[src/rtl/gsed_pkg.sv]
// Shared types and constants of the grayscale Sobel edge threshold unit.
`default_nettype none

package gsed_pkg;

	// Widths of the configuration registers and of the result fields.
	localparam int unsigned CFG_WIDTH_W  = 11;
	localparam int unsigned CFG_HEIGHT_W = 12;
	localparam int unsigned CFG_THRESH_W = 21;
	localparam int unsigned CFG_EDGE_W   = 8;
	localparam int unsigned CFG_ADDR_W   = 2;
	localparam int unsigned CFG_DATA_W   = 21;

	localparam int unsigned VALUE_W  = 8;
	localparam int unsigned ROW_W    = 12;
	localparam int unsigned COL_W    = 10;
	localparam int unsigned RES_BITS = VALUE_W + ROW_W + COL_W;
	localparam int unsigned M_TDATA_W = ((RES_BITS + 7) / 8) * 8;

	// Reset values of the configuration registers.
	localparam logic [CFG_WIDTH_W-1:0]  RST_WIDTH  = 11'd512;
	localparam logic [CFG_HEIGHT_W-1:0] RST_HEIGHT = 12'd512;
	localparam logic [CFG_THRESH_W-1:0] RST_THRESH = 21'd12000;
	localparam logic [CFG_EDGE_W-1:0]   RST_EDGE   = 8'd255;

	// Register indexes of the configuration port.
	typedef enum logic [CFG_ADDR_W-1:0] {
		CFG_IMAGE_WIDTH  = 2'd0,
		CFG_IMAGE_HEIGHT = 2'd1,
		CFG_MAG_THRESH   = 2'd2,
		CFG_EDGE_VALUE   = 2'd3
	} cfg_reg_t;

	// Kind of an input transaction, carried in tuser.
	typedef enum logic [0:0] {
		MODE_PIXEL = 1'b0,
		MODE_FLUSH = 1'b1
	} mode_t;

	// Result bookkeeping that travels with an item down the pipeline.
	typedef struct packed {
		logic             a_vld;
		logic             b_vld;
		logic             a_sobel;
		logic             a_last;
		logic [ROW_W-1:0] row;
		logic [COL_W-1:0] a_col;
		logic [COL_W-1:0] b_col;
	} meta_t;

	// One result item as it leaves the block.
	typedef struct packed {
		logic               last;
		logic [COL_W-1:0]   col;
		logic [ROW_W-1:0]   row;
		logic [VALUE_W-1:0] value;
	} res_t;

endpackage

`default_nettype wire

[src/rtl/gsed_front.sv]
// Input stage: raster position tracking, gray conversion and line buffer read issue.
`default_nettype none

module gsed_front #(
	parameter int MAX_WIDTH  = 1024,
	parameter int PIXEL_BITS = 8,
	localparam int COL_BITS = $clog2(MAX_WIDTH)
) (
	input  wire logic                                 clk,
	input  wire logic                                 arst_n,
	input  wire logic                                 en_s1,
	input  wire logic                                 in_valid,
	input  wire logic                                 in_flush,
	input  wire logic [PIXEL_BITS-1:0]                red,
	input  wire logic [PIXEL_BITS-1:0]                green,
	input  wire logic [PIXEL_BITS-1:0]                blue,
	input  wire logic [gsed_pkg::CFG_WIDTH_W-1:0]     cfg_width,
	input  wire logic [gsed_pkg::CFG_HEIGHT_W-1:0]    cfg_height,
	output logic                                      rd_en,
	output logic      [COL_BITS-1:0]                  rd_addr,
	output logic                                      v_s1,
	output logic                                      pix_s1,
	output gsed_pkg::meta_t                           meta_s1,
	output logic      [COL_BITS-1:0]                  col_s1,
	output logic      [PIXEL_BITS-1:0]                gray_s1
);

	localparam int SUM_W      = PIXEL_BITS + 2;
	localparam int GRAY_SHIFT = PIXEL_BITS + 4;
	localparam int RECIP      = ((1 << GRAY_SHIFT) + 2) / 3;
	localparam int PROD_W     = SUM_W + GRAY_SHIFT;

	logic [gsed_pkg::ROW_W-1:0] in_row_q;
	logic [COL_BITS-1:0]        in_col_q;
	logic [COL_BITS-1:0]        flush_col_q;

	logic [COL_BITS-1:0]        w_last;
	logic [gsed_pkg::ROW_W-1:0] h_last;
	logic [gsed_pkg::ROW_W-1:0] r;
	logic [COL_BITS-1:0]        c;
	logic [COL_BITS-1:0]        fc;
	logic                       row_end;
	logic                       flush_end;
	logic                       accept;
	logic [SUM_W-1:0]           sum;
	logic [PROD_W-1:0]          prod;
	logic [PIXEL_BITS-1:0]      gray;
	gsed_pkg::meta_t            meta;

	// Effective frame size, and positions limited to it.
	always_comb begin
		if (cfg_width < 11'd3) begin
			w_last = COL_BITS'(2);
		end else if (32'(cfg_width) > MAX_WIDTH) begin
			w_last = COL_BITS'(MAX_WIDTH - 1);
		end else begin
			w_last = COL_BITS'(cfg_width - 11'd1);
		end
		h_last = (cfg_height < 12'd3) ? 12'd2 : cfg_height - 12'd1;
		r      = (in_row_q > h_last) ? h_last : in_row_q;
		c      = (in_col_q > w_last) ? w_last : in_col_q;
		fc     = (flush_col_q > w_last) ? w_last : flush_col_q;
	end

	assign row_end   = (c == w_last);
	assign flush_end = (fc == w_last);
	assign accept    = in_valid && en_s1;

	// Gray level as the channel sum times a reciprocal of three.
	assign sum  = SUM_W'(red) + SUM_W'(green) + SUM_W'(blue);
	assign prod = PROD_W'(sum) * PROD_W'(RECIP);
	assign gray = prod[GRAY_SHIFT +: PIXEL_BITS];

	// Which results this transaction causes, and where they sit in the frame.
	always_comb begin
		meta.a_vld   = in_flush || (r != '0 && c != '0);
		meta.b_vld   = !in_flush && r != '0 && row_end;
		meta.a_sobel = !in_flush && r > 12'd1 && c > COL_BITS'(1);
		meta.a_last  = in_flush && flush_end;
		meta.row     = in_flush ? h_last : r - 12'd1;
		meta.a_col   = in_flush ? gsed_pkg::COL_W'(fc) : gsed_pkg::COL_W'(c - COL_BITS'(1));
		meta.b_col   = gsed_pkg::COL_W'(c);
	end

	// The line buffers are read at the current column when a pixel is taken.
	assign rd_en   = accept && !in_flush;
	assign rd_addr = c;

	// Position counters.
	always_ff @(posedge clk or negedge arst_n) begin
		if (!arst_n) begin
			in_row_q    <= '0;
			in_col_q    <= '0;
			flush_col_q <= '0;
		end else if (accept) begin
			if (in_flush) begin
				flush_col_q <= flush_end ? '0 : fc + COL_BITS'(1);
			end else if (row_end) begin
				in_col_q <= '0;
				in_row_q <= (r == h_last) ? '0 : r + 12'd1;
			end else begin
				in_col_q <= c + COL_BITS'(1);
				in_row_q <= r;
			end
		end
	end

	// Input register valid flag.
	always_ff @(posedge clk or negedge arst_n) begin
		if (!arst_n) begin
			v_s1 <= 1'b0;
		end else if (en_s1) begin
			v_s1 <= in_valid;
		end
	end

	// Input register payload.
	always_ff @(posedge clk) begin
		if (accept) begin
			pix_s1  <= !in_flush;
			meta_s1 <= meta;
			col_s1  <= c;
			gray_s1 <= gray;
		end
	end

endmodule

`default_nettype wire

[config.mk]
export PLATFORM = sky130hd
export DESIGN_NAME = gsed_front
export DESIGN_NICKNAME = d
export VERILOG_FILES = /design/src/rtl/gsed_pkg.sv /design/src/rtl/gsed_front.sv
export SDC_FILE = /design/constraint.sdc
export NUM_CORES = 1
export LEC_CHECK = 0
export ABC_CLOCK_PERIOD_IN_PS = 5600
export BUFFER_PORTS_ARGS = -buffer_cell sky130_fd_sc_hd__buf_2
export CORE_MARGIN = 4
export CORE_UTILIZATION = 55
export CTS_BUF_LIST = sky130_fd_sc_hd__clkbuf_4
export CTS_CLUSTER_DIAMETER = 30
export CTS_CLUSTER_SIZE = 8
export DETAILED_ROUTE_END_ITERATION = 10
export MAX_ROUTING_LAYER = met4
export PLACE_DENSITY_LB_ADDON = 0.3
export SLEW_MARGIN = 30
export SYNTH_ARGS = -nofsm -noshare
export SYNTH_HDL_FRONTEND = slang
export SYNTH_SLANG_ARGS = --single-unit
[constraint.sdc]
create_clock -name clk -period 5.6 [get_ports clk]
set_input_delay 0.56 -clock clk [delete_from_list [all_inputs] [get_ports clk]]
set_output_delay 0.56 -clock clk [all_outputs]
set_load 0.01 [all_outputs]
## Word-level counts from Yosys, hierarchy flattened

Cells that the tools add are included.

| storage, ports and cells | value |
|---|---|
| input port bits | 52 |
| word-level logic and storage cells | 61 |
| register bits | 78 |
| output and inout port bits | 67 |

| operators by class | value |
|---|---|
| bitwise operators | 1 |
| add/sub/neg operators | 9 |
| $mul | 1 |
| muxes and demuxes | 12 |
| eq/ne operators | 3 |
| reduce and logical (&&, ||, !) cells | 14 |
| magnitude comparators | 8 |

Operators with widths:

| cell | count |
|---|---|
| two-way mux 10 bit | 7 |
| two-way mux 12 bit | 5 |
| subtractor 12 x 1 -> 12 bit (second input constant) | 2 |
| adder 10 x 1 -> 10 bit (second input constant) | 2 |
| equality test 10 bit | 2 |
| > comparator 10 bit | 2 |
| subtractor 10 x 1 -> 10 bit (second input constant) | 2 |
| multiplier 10 x 10 -> 19 bit (second input constant) | 1 |
| adder 12 x 1 -> 12 bit (second input constant) | 1 |
| equality test 12 bit | 1 |
| > comparator 12 x 1 -> 1 bit (second input constant) | 1 |
| > comparator 12 bit | 1 |
| < comparator 12 x 2 -> 1 bit (second input constant) | 1 |
| nonzero test 12 bit | 1 |
| > comparator 11 bit (second input constant) | 1 |
| < comparator 11 x 2 -> 1 bit (second input constant) | 1 |
| adder 9 x 8 -> 10 bit | 1 |
| > comparator 10 x 1 -> 1 bit (second input constant) | 1 |
| nonzero test 10 bit | 1 |
| adder 8 x 8 -> 9 bit | 1 |
| logical AND 1 bit | 8 |
| AND reduction 2 bit | 2 |
| logical NOT 1 bit | 1 |
| logical OR 1 bit | 1 |
| NOT 1 bit | 1 |

## Longest topological paths before layout

Gate-level depths: netlist (run 1).

| logic depth | value |
|---|---|
| depth after elaboration | 8 |
| gate-level depth with buffers | 29 |
| mapped depth without buffers | 29 |

## Worst setup path after synthesis (run 1)

Ideal clock, no wire load.

| timing | value |
|---|---|
| path kind | input port to flip-flop |
| start | input red[1] |
| end | register gray_s1[7], data pin |
| stages on the path | 29 |
| setup time | 260 ps |
| arrival time | 6,913 ps |
| path buffers | 0 |
| slack | -1,573 ps |
| cells stage by stage | inv_1 -> fa_1 -> inv_1 -> ha_1 -> fa_1 -> a21o_1 -> a21oi_1 -> o21bai_1 -> a21oi_1 -> nor2b_1 -> o21ai_0 -> inv_1 -> ha_1 -> ha_1 -> inv_1 -> fa_1 -> fa_1 -> inv_1 -> ha_1 -> ha_1 -> nand4_1 -> nor2_1 -> a221oi_1 -> o21ba_2 -> o21ai_0 -> o221a_2 -> a21oi_1 -> o21bai_1 -> xnor2_1 |

| on the way | value |
|---|---|
| longest elaborated chain between the ends | 3 |

RTL lines:

| what | line | source |
|---|---|---|
| start, declared | gsed_front.sv:14 | `input wire logic [PIXEL_BITS-1:0] red,` |
| adder 8 x 8 -> 9 bit | gsed_front.sv:70 | `assign sum = SUM_W'(red) + SUM_W'(green) + SUM_W'(blue);` |
| adder 9 x 8 -> 10 bit | gsed_front.sv:70 |  |
| multiplier 10 x 10 -> 19 bit | gsed_front.sv:71 | `assign prod = PROD_W'(sum) * PROD_W'(RECIP);` |
| net gray[7] | gsed_front.sv:47 | `logic [PIXEL_BITS-1:0] gray;` |
| end signal, assigned | gsed_front.sv:123 | `gray_s1 <= gray;` |
| end, declared | gsed_front.sv:25 | `output logic [PIXEL_BITS-1:0] gray_s1` |

The timed path passes the listed nets, and every way through them passes these cells.
A chain may end at the register's enable or synchronous reset.

## Worst setup path in the final report (run 1)

| timing | value |
|---|---|
| start | input blue[1] |
| end | register gray_s1[7], data pin |

| on the way | value |
|---|---|
| longest elaborated chain between the ends | 2 |

RTL lines:

| what | line | source |
|---|---|---|
| start, declared | gsed_front.sv:16 | `input wire logic [PIXEL_BITS-1:0] blue,` |
| adder 9 x 8 -> 10 bit | gsed_front.sv:70 |  |
| multiplier 10 x 10 -> 19 bit | gsed_front.sv:71 |  |
| net gray[7] | gsed_front.sv:47 |  |

The timed path passes the listed nets, and every way through them passes these cells.

==> results of run 1 <==
-- per-layer routing --
| layer | global-route usage [%] | vias to the layer above | wire length, um |
|---|---|---|---|
| met5 | - | - | 0 |
| met4 | 8.96 | 0 | 765 |
| met3 | 3.05 | 66 | 1140 |
| li1 | - | 4015 | - |
| met1 | 33.6 | 3879 | 10200 |
| met2 | 45.1 | 271 | 12000 |
-- power breakdown --
| part | switching, uW | total (uW) | internal, uW |
|---|---|---|---|
| Combinational | 3340 | 6940 | 3600 |
| Sequential | 178 | 1120 | 945 |
| Clock | 208 | 320 | 112 |
-- layout make-up --
cell class,count,share of cell area [%]
multi-input combinational,789,59.2
inverter,98,3.52
clock buffer,13,0.915
timing repair buffer,224,13.2
sequential,78,20.4
antenna,1,0.0235
tap,216,2.53
clock inverter,3,0.223
-- synthesized netlist by cell type, types with 6 or more instances --
cell,instances
sky130_fd_sc_hd__o21a_1,8
sky130_fd_sc_hd__nor2_1,61
sky130_fd_sc_hd__and2_1,7
sky130_fd_sc_hd__edfxtp_1,45
sky130_fd_sc_hd__mux2i_1,30
sky130_fd_sc_hd__and3_1,7
sky130_fd_sc_hd__nor3_1,29
sky130_fd_sc_hd__o31ai_1,8
sky130_fd_sc_hd__nor3b_1,8
sky130_fd_sc_hd__buf_4,20
sky130_fd_sc_hd__or3_1,13
sky130_fd_sc_hd__a21o_1,18
sky130_fd_sc_hd__a31oi_1,6
sky130_fd_sc_hd__nand3_1,28
sky130_fd_sc_hd__nand2_1,80
sky130_fd_sc_hd__ha_1,109
sky130_fd_sc_hd__clkbuf_1,38
sky130_fd_sc_hd__dfrtp_1,33
sky130_fd_sc_hd__nor2b_1,8
sky130_fd_sc_hd__inv_1,98
sky130_fd_sc_hd__a211oi_1,6
sky130_fd_sc_hd__nor4_1,16
sky130_fd_sc_hd__fa_1,30
sky130_fd_sc_hd__xnor2_1,52
sky130_fd_sc_hd__nand2b_1,11
sky130_fd_sc_hd__nand4_1,15
sky130_fd_sc_hd__o21ai_0,60
sky130_fd_sc_hd__o31a_1,6
sky130_fd_sc_hd__a22o_1,11
sky130_fd_sc_hd__xor2_1,19
sky130_fd_sc_hd__o21bai_1,6
sky130_fd_sc_hd__a21oi_1,58
-- cells by family after synthesis --
kind of cell / Yosys count / synth area share (%)
AND/OR/NAND/NOR: 301 / 16.8
adder cells (fa/ha/maj): 139 / 21.9
AO/OA/AOI/OAI: 244 / 18.2
buffers and inverters: 164 / 7.98
XOR/XNOR: 71 / 6.94
flip-flops: 78 / 24.3
multiplexers: 34 / 3.85
-- final timing paths --
path                                      endpoint  slack [ns]  depth (start not counted)
hold reg to reg                   v_s1$_DFFE_PN0P_        0.53                          2
hold / removal             in_row_q[7]$_DFFE_PN0P_        0.19                          1
min in group clk                  v_s1$_DFFE_PN0P_        0.32                          2
setup reg to reg           in_row_q[8]$_DFFE_PN0P_        1.40                         15
setup / recovery              gray_s1[7]$_DFFE_PP_       -0.56                         28
max in group asynchronous  in_col_q[1]$_DFFE_PN0P_        4.87                          1
-- sequential cells by signal (all words and copies together) (netlist names) --
name and cells:
in_col_q 10, flush_col_q 10, gray_s1 8, col_s1 10, pix_s1 1, in_row_q 12
meta_s1 26, v_s1 1
-- worst reg2reg max path, stage by stage (launching register included) --
cell,delay [ns]
sky130_fd_sc_hd__dfrtp_1,0.59
sky130_fd_sc_hd__ha_1,0.40
sky130_fd_sc_hd__nand4_1,0.14
sky130_fd_sc_hd__nor3_1,0.30
sky130_fd_sc_hd__a21boi_0,0.22
sky130_fd_sc_hd__buf_4,0.16
sky130_fd_sc_hd__o31ai_4,0.08
sky130_fd_sc_hd__o21ai_0,0.32
sky130_fd_sc_hd__ha_1,0.30
sky130_fd_sc_hd__o2111ai_1,0.16
sky130_fd_sc_hd__mux2i_1,0.25
sky130_fd_sc_hd__a21boi_2,0.32
sky130_fd_sc_hd__nand3_2,0.16
sky130_fd_sc_hd__and3_1,0.23
sky130_fd_sc_hd__a211o_1,0.26
sky130_fd_sc_hd__a22o_1,0.20
-- through the flow --
step / setup WS [ns] / hold WS [ns]
floorplan: -0.838 / 0.264
global placement: -0.996 / 0.497
detailed placement: -1.17 / 0.511
CTS: -0.487 / 0.197
global route: -0.792 / 0.207
finish: -0.561 / 0.185
-- repair_timing --
| action | 4_1_cts | 5_1_grt |
|---|---|---|
| endpoints found under the setup margin | 7 | 8 |
| pin swaps | 19 | 18 |
| buffers inserted | 9 | 6 |
| gates resized for setup | 15 | 9 |
| cloned | 0 | 0 |
| hold buffers | 0 | 0 |
==> flow_results.org, run 1 <==
** Final layout
- At the end of the flow, the number of nets in the layout was 1391.
- Synth-to-layout area growth :: 19.0%
- Non-filler instance count after layout :: 1422
- Across the whole layout, storage elements account for 2180 um^2.
- Cells with a size suffix above 1 make up 24.7% of the layout.
- Post-layout util :: 66.9%
- Most used cells in the layout excluding fill and tap cells :: sky130_fd_sc_hd__buf_2 (117), sky130_fd_sc_hd__buf_4 (103), sky130_fd_sc_hd__ha_1 (100)
- Multi-input logic area :: 6310 um^2
- Post-route cell area :: 10700 um^2
- After filler insertion, the fill cell instance count of the layout stands at 1317.
- Most frequent standard cell in the layout excluding fill and tap cells :: sky130_fd_sc_hd__buf_2

** Worst setup path
- STA classifies the critical path endpoint as a flop.
- The critical path contains buffers and inverters numbering 5 combined.
- The critical path starts at blue[1].
- Top fanout value on the critical path :: 2
- The worst setup path is launched from an input pin.
- For the worst setup path, the data arrival time is 6.38 ns.
- Launch instance of the worst register-to-register path :: in_row_q[11]$_DFFE_PN0P_
- The cell that appears most often on the critical path is sky130_fd_sc_hd__fa_1.
- Largest delay share family, worst path :: adder cells
- Cell type of the slowest stage on the worst timing path :: sky130_fd_sc_hd__fa_1
- Critical path type :: in2reg
- STA puts the critical path data required time at 5.82 ns.
- Slowest stage delay, CP :: 0.52 ns

** Clock network
- The H-tree was split into 3 levels.
- Total clock buffers created by CTS :: 9
- Number of clock sinks :: 78
- After clock tree synthesis, the clock-pin slew on the worst setup and hold paths is 0.13 ns.
- CTS root buffer :: sky130_fd_sc_hd__clkbuf_4
- Maximum root-to-sink buffer count :: 2
- The later pin in the worst-skew pair is clocked with a latency of 0.45 ns.
- TritonCTS clock tree :: yes

** Logic synthesis
- After synthesis, the mean cell area works out to 8.69 um^2.
- Number of synthesized flops with an enable pin :: 45
- Async S/R FF share, synth :: 42.3%
- After synthesis, flip-flops and latches occupy 24.3% of the total area.
- The mapped netlist covers 8960 um^2.
- Number of flip-flops and latches in the synthesized netlist :: 78
- Synth area leader :: sky130_fd_sc_hd__ha_1
- Fraction of post-synthesis cell area in the top cell type by area :: 15.2%
- Yosys attributes the largest share of cell area to sky130_fd_sc_hd__ha_1 (15%), sky130_fd_sc_hd__edfxtp_1 (15%), sky130_fd_sc_hd__dfrtp_1 (9.2%).
- Count of warnings emitted by yosys :: 0
- Counting every instance in the synthesized netlist gives 1031.
- Library cells used by synthesis :: 73
- Predominant post-synthesis flop cell :: sky130_fd_sc_hd__edfxtp_1
- The number of nets handed over by synthesis was 1222.

** STA
- Final max-slew violation count :: 0
- The smallest clock period supported by the final layout is computed as 6.16 ns.
- Post-route fraction of the period consumed by the critical path :: 110%
- Setup Viol. Count Final :: 7
- The worst pin sits at a relative slew slack of 44.6%.
- The final number of hold-violating endpoints came to 0.
- At the pin with the least slew margin, the transition time is 0.831 ns.
- In the final timing run, aggregate negative setup slack is -2.91 ns.
- Setup repair after global routing missed its margin :: true
- Worst clock skew :: 0.0291 ns
- Achievable clock frequency :: 0.162 GHz
- Once routing completed, OpenROAD measured the worst setup slack at -0.561 ns.

** Global routing
- Summed over all layers, the global routing overflow is 0.
- Entering global routing, the biggest net connects 49 pins.
- Vias in the first global route :: 7848
- Global routing used 26.7% of the available tracks.
- Number of antenna violations at the first check in global routing :: 1
- First-pass GRT wire length :: 38600 um

** Power
- Overall power consumption after layout is estimated at 8380 uW.
- IR analysis of the VDD net gives a maximum drop of 0.921 mV.
- Static Leak :: 0.00508 uW
- Power spread over the standard cell area amounts to 786 nW/um^2.

** Floorplanning
- In this run the horizontal extent of the chip is 136 um.
- Y dimension of the die :: 136 um
- Initial core utilization :: 56.2%
- Core area :: 15900 um^2
- Core Rows :: 46
- Boundary pin count :: 119
- Total die area :: 18400 um^2

** Placed design
- Placed cell count :: 1390
- Port bufs :: 118
- Once placement finished, the instance area stood at 10300 um^2.
- Routability-driven placement finished with a final weighted congestion of 0.970.
- Once detailed placement completed, the half-perimeter wirelength came to 18700 um.

** Detailed routing
- For this run, the detailed router's first-pass iteration total came to 5.
- The routed design has 24100 um of wire.
- ANT nets after route :: 0
- Remaining DRCs :: 0
- For this block, the initial DRC count from the detailed router was 641.
- Average vias per placed instance :: 5.79
- In the final routed layout, each cell accounts on average for 16.9 um.
- Vias :: 8231

** Run status
- The flow ran to the end, but the final reports show violations.
- The checks that failed: setup timing.

** Flow run
- Number of max-capacitance violations reported :: 0

** Hold path
- Class of the worst hold path :: in2async
Note: power is estimated with default switching activity, not from simulation.
==> run 2, diff against run 1 <==
--- a/config.mk
+++ b/config.mk
@@ -5,7 +5,7 @@
 export SDC_FILE = /design/constraint.sdc
 export NUM_CORES = 1
 export LEC_CHECK = 0
-export ABC_CLOCK_PERIOD_IN_PS = 5600
+export ABC_CLOCK_PERIOD_IN_PS = 6450
 export BUFFER_PORTS_ARGS = -buffer_cell sky130_fd_sc_hd__buf_2
 export CORE_MARGIN = 4
 export CORE_UTILIZATION = 55
==> constraint.sdc (replaced) <==
create_clock -name clk -period 6.45 [get_ports clk]
set_input_delay 0.645 -clock clk [delete_from_list [all_inputs] [get_ports clk]]
set_output_delay 0.645 -clock clk [all_outputs]
set_load 0.01 [all_outputs]
==> flow_results.org, run 2 (synthesis results as in run 1) <==
** Clock network
- The clock tree buffer depth came to 2 (unchanged).
- TritonCTS clock tree :: yes
- The insertion delay of the later-clocked pin in the worst-skew pair came to 0.43 ns (-0.02 ns).
- The depth of the CTS H-tree came to 3 (unchanged).
- Clock transition time at the flip-flop clock pins of the worst setup and hold paths :: 0.14 ns (about the same)
- Number of buffers inserted by hold repair at cts :: 0 (unchanged)
- The TritonCTS buffer count is 9 (unchanged).
- The tree is rooted in a sky130_fd_sc_hd__clkbuf_4.
- The sink count of the clock tree came to 78 (unchanged).

** Detailed routing
- The iteration count of the initial detailed-routing pass was 6 (+1).
- The routed wire length per instance is 16.7 um (-1.4%).
- Vias :: 8023 (-2.5%)
- The remaining routing DRC violations was 0 (unchanged).
- The routed wire length came to 22900 um (-5.1%).
- The post-route met1 wirelength was 9840 um (-3.6%).
- Top routing layer in use :: met4
- DR WL met2 :: 11400 um (-4.7%)
- The violation count after the first detailed-route iteration is 657 (+2.5%).
- ANT nets after route :: 0 (unchanged)
- The via count normalized by instance count was 5.86 (+1.3%).
- Met3 routed wirelength :: 1030 um (-9.2%)

** STA
- Achievable clock frequency :: 0.161 GHz
- Post-layout min period :: 6.23 ns
- Setup repair after global routing missed its margin :: false
- The final setup slack of the worst path is 0.220 ns (+0.780 ns).
- The worst hold slack came to 0.300 ns (+0.115 ns).
- The worst path uses 96.6% of the clock period.
- Total negative slack :: 0 ns (+2.91 ns)
- The max-slew violation count came to 0 (unchanged).
- Final-report hold violation count :: 0 (unchanged)
- Worst-margin pin slew :: 0.971 ns (+0.140 ns)
- Worst clock skew :: 0.0221 ns (-0.00695 ns)
- The number of setup violations in the final report was 0 (-7).
- Worst rel slew slack :: 34.8% (-9.8 points)

** Placed design
- The estimated wirelength of the detail-placed design was 18000 um (-3.6%).
- The weighted congestion at the end of routability-driven global placement came to 0.949 (-2.2%).
- The number of buffers inserted by port buffering is 118 (unchanged).
- Placed cell count :: 1350 (-2.9%)
- The pre-CTS setup slack came to -0.353 ns (+0.818 ns).

** Floorplanning
- Y dimension of the die :: 136 um (unchanged)
- The die width is 136 um (unchanged).
- Initial core utilization :: 56.2% (unchanged)
- The count of standard-cell rows was 46 (unchanged).
- Boundary pin count :: 119 (unchanged)
- The die area came to 18400 um^2 (unchanged).
- Core area :: 15900 um^2 (unchanged)

** Final layout
- The largest registers in the layout are meta_s1 x26, in_row_q x12.
- Most frequent standard cell in the layout excluding fill and tap cells :: sky130_fd_sc_hd__buf_2
- Counting flops per register, the top entry is meta_s1.
- Most used cells in the layout excluding fill and tap cells :: sky130_fd_sc_hd__buf_2 (118), sky130_fd_sc_hd__ha_1 (102), sky130_fd_sc_hd__inv_1 (95)
- From synthesis to final layout, the design area changed by 13.8%.
- The net count reported at finish was 1337 (-3.9%).
- Proportion of layout cells with a drive suffix above 1 :: 19.9% (-4.8 points)
- Flip-flop count of the largest register, all copies and words added :: 26 (unchanged)
- The final non-filler cell total was 1368 (-3.8%).
- The final design utilization was 64.0% (-2.9 points).

** Power
- The total power per unit cell area is 594 nW/um^2 (-24%).
- Peak supply drop :: 0.802 mV (-13%)
- Static Leak :: 0.00480 uW (-5.5%)

** Worst setup path
- Data required time at the worst endpoint :: 6.65 ns (+0.83 ns)
- Reg2reg end :: in_row_q[8]$_DFFE_PN0P_
- The signal arrival time at the worst endpoint is 6.43 ns (+0.05 ns).
- Launch instance of the worst register-to-register path :: in_row_q[11]$_DFFE_PN0P_
- The worst reg-to-reg setup slack was 2.36 ns (+0.96 ns).
- Top fanout value on the critical path :: 3 (+1)
- Crit start category :: input pin
- Worst reg-to-reg path cell count :: 16 (+1)
- Critical path type :: in2reg
- Kind of end point of the critical path :: flop

** Run status
- Status :: finished clean

** Global routing
- Vias in the first global route :: 7597 (-3.2%)
- Number of antenna violations at the first check in global routing :: 1 (unchanged)
- Pin count of the biggest net entering global routing :: 48 (-2.0%)
- Overflow left after global routing :: 0 (unchanged)
- The wire length of the first global-routing pass was 37300 um (-3.2%).
- The global routing usage summed across all routing layers was 25.6% (-1.1 points).

** Flow run
- Number of max-capacitance violations reported :: 0 (unchanged)

** Hold path
- The min-delay analysis places its worst path in the category in2async.
-- run 2: layout make-up --
class / instances / area [um^2]
Timing Repair Buffer: 170 / 981
Antenna cell: 1 / 2.50
Sequential cell: 78 / 2180
Tap cell: 216 / 270
Multi-Input combinational cell: 789 / 6230
Fill cell: 1432 / 5750
Clock inverter: 6 / 86.3
Inverter: 98 / 375
Clock buffer: 10 / 75.1
-- run 2: worst max-delay path, cell delays in order --
cell                       delay [ns]
sky130_fd_sc_hd__buf_2           0.13
sky130_fd_sc_hd__inv_8           0.03
sky130_fd_sc_hd__fa_1            0.52
sky130_fd_sc_hd__inv_1           0.04
sky130_fd_sc_hd__ha_2            0.18
sky130_fd_sc_hd__fa_2            0.36
sky130_fd_sc_hd__a21o_1          0.17
sky130_fd_sc_hd__a21oi_2         0.14
sky130_fd_sc_hd__buf_4           0.14
sky130_fd_sc_hd__xnor2_2         0.15
sky130_fd_sc_hd__ha_1            0.25
sky130_fd_sc_hd__ha_1            0.24
sky130_fd_sc_hd__ha_1            0.31
sky130_fd_sc_hd__fa_1            0.53
sky130_fd_sc_hd__inv_1           0.06
sky130_fd_sc_hd__fa_1            0.54
sky130_fd_sc_hd__inv_1           0.05
sky130_fd_sc_hd__ha_1            0.30
sky130_fd_sc_hd__a21o_1          0.17
sky130_fd_sc_hd__a21o_1          0.16
sky130_fd_sc_hd__a21o_1          0.16
sky130_fd_sc_hd__a221oi_2        0.27
sky130_fd_sc_hd__o21ba_2         0.19
sky130_fd_sc_hd__o21ai_2         0.06
sky130_fd_sc_hd__o221a_2         0.25
sky130_fd_sc_hd__a21oi_2         0.16
sky130_fd_sc_hd__o21bai_1        0.10
sky130_fd_sc_hd__xnor2_1         0.13
-- run 2: power by group --
group          leakage, uW  switching (uW)  total (uW)  internal [uW]
clock            0.0000880             180         341            161
combinational      0.00386            2400        4740           2340
sequential        0.000849             154         975            821
total              0.00480            2730        6060           3330
-- run 2: metal layers --
metal	GRT usage, %	up-vias
met1	32.4	3814
met4	7.89	0
met5	-	-
li1	-	3910
met2	43.4	251
met3	2.56	48
-- run 2: worst max-delay path by stage --
stage	from	endpoint	slack, ns	cells past startpoint
after global placement	blue[1]	gray_s1[7]$_DFFE_PP_	-0.23	28
after floorplan	blue[1]	gray_s1[7]$_DFFE_PP_	-0.07	27
final	blue[1]	gray_s1[7]$_DFFE_PP_	0.22	28
after CTS	blue[1]	gray_s1[7]$_DFFE_PP_	0.12	28
after detailed placement	blue[1]	gray_s1[7]$_DFFE_PP_	-0.35	28
after global routing	blue[1]	gray_s1[7]$_DFFE_PP_	0.004	30
-- run 2: stage by stage --
| stage | cell area [um^2] | total power [uW] |
|---|---|---|
| 3_3_place_gp | 9960 | 5440 |
| 2_1_floorplan | 9040 | 4330 |
| 6_report | 10200 | 6060 |
| 4_1_cts | 10100 | 6000 |
| 5_1_grt | 10200 | 6780 |
| 3_5_place_dp | 9960 | 5620 |
-- run 2: repair_timing --
item / CTS / global route
buffers inserted: 0 / 1
endpoints found under the setup margin: 0 / 4
resized for setup: 0 / 7
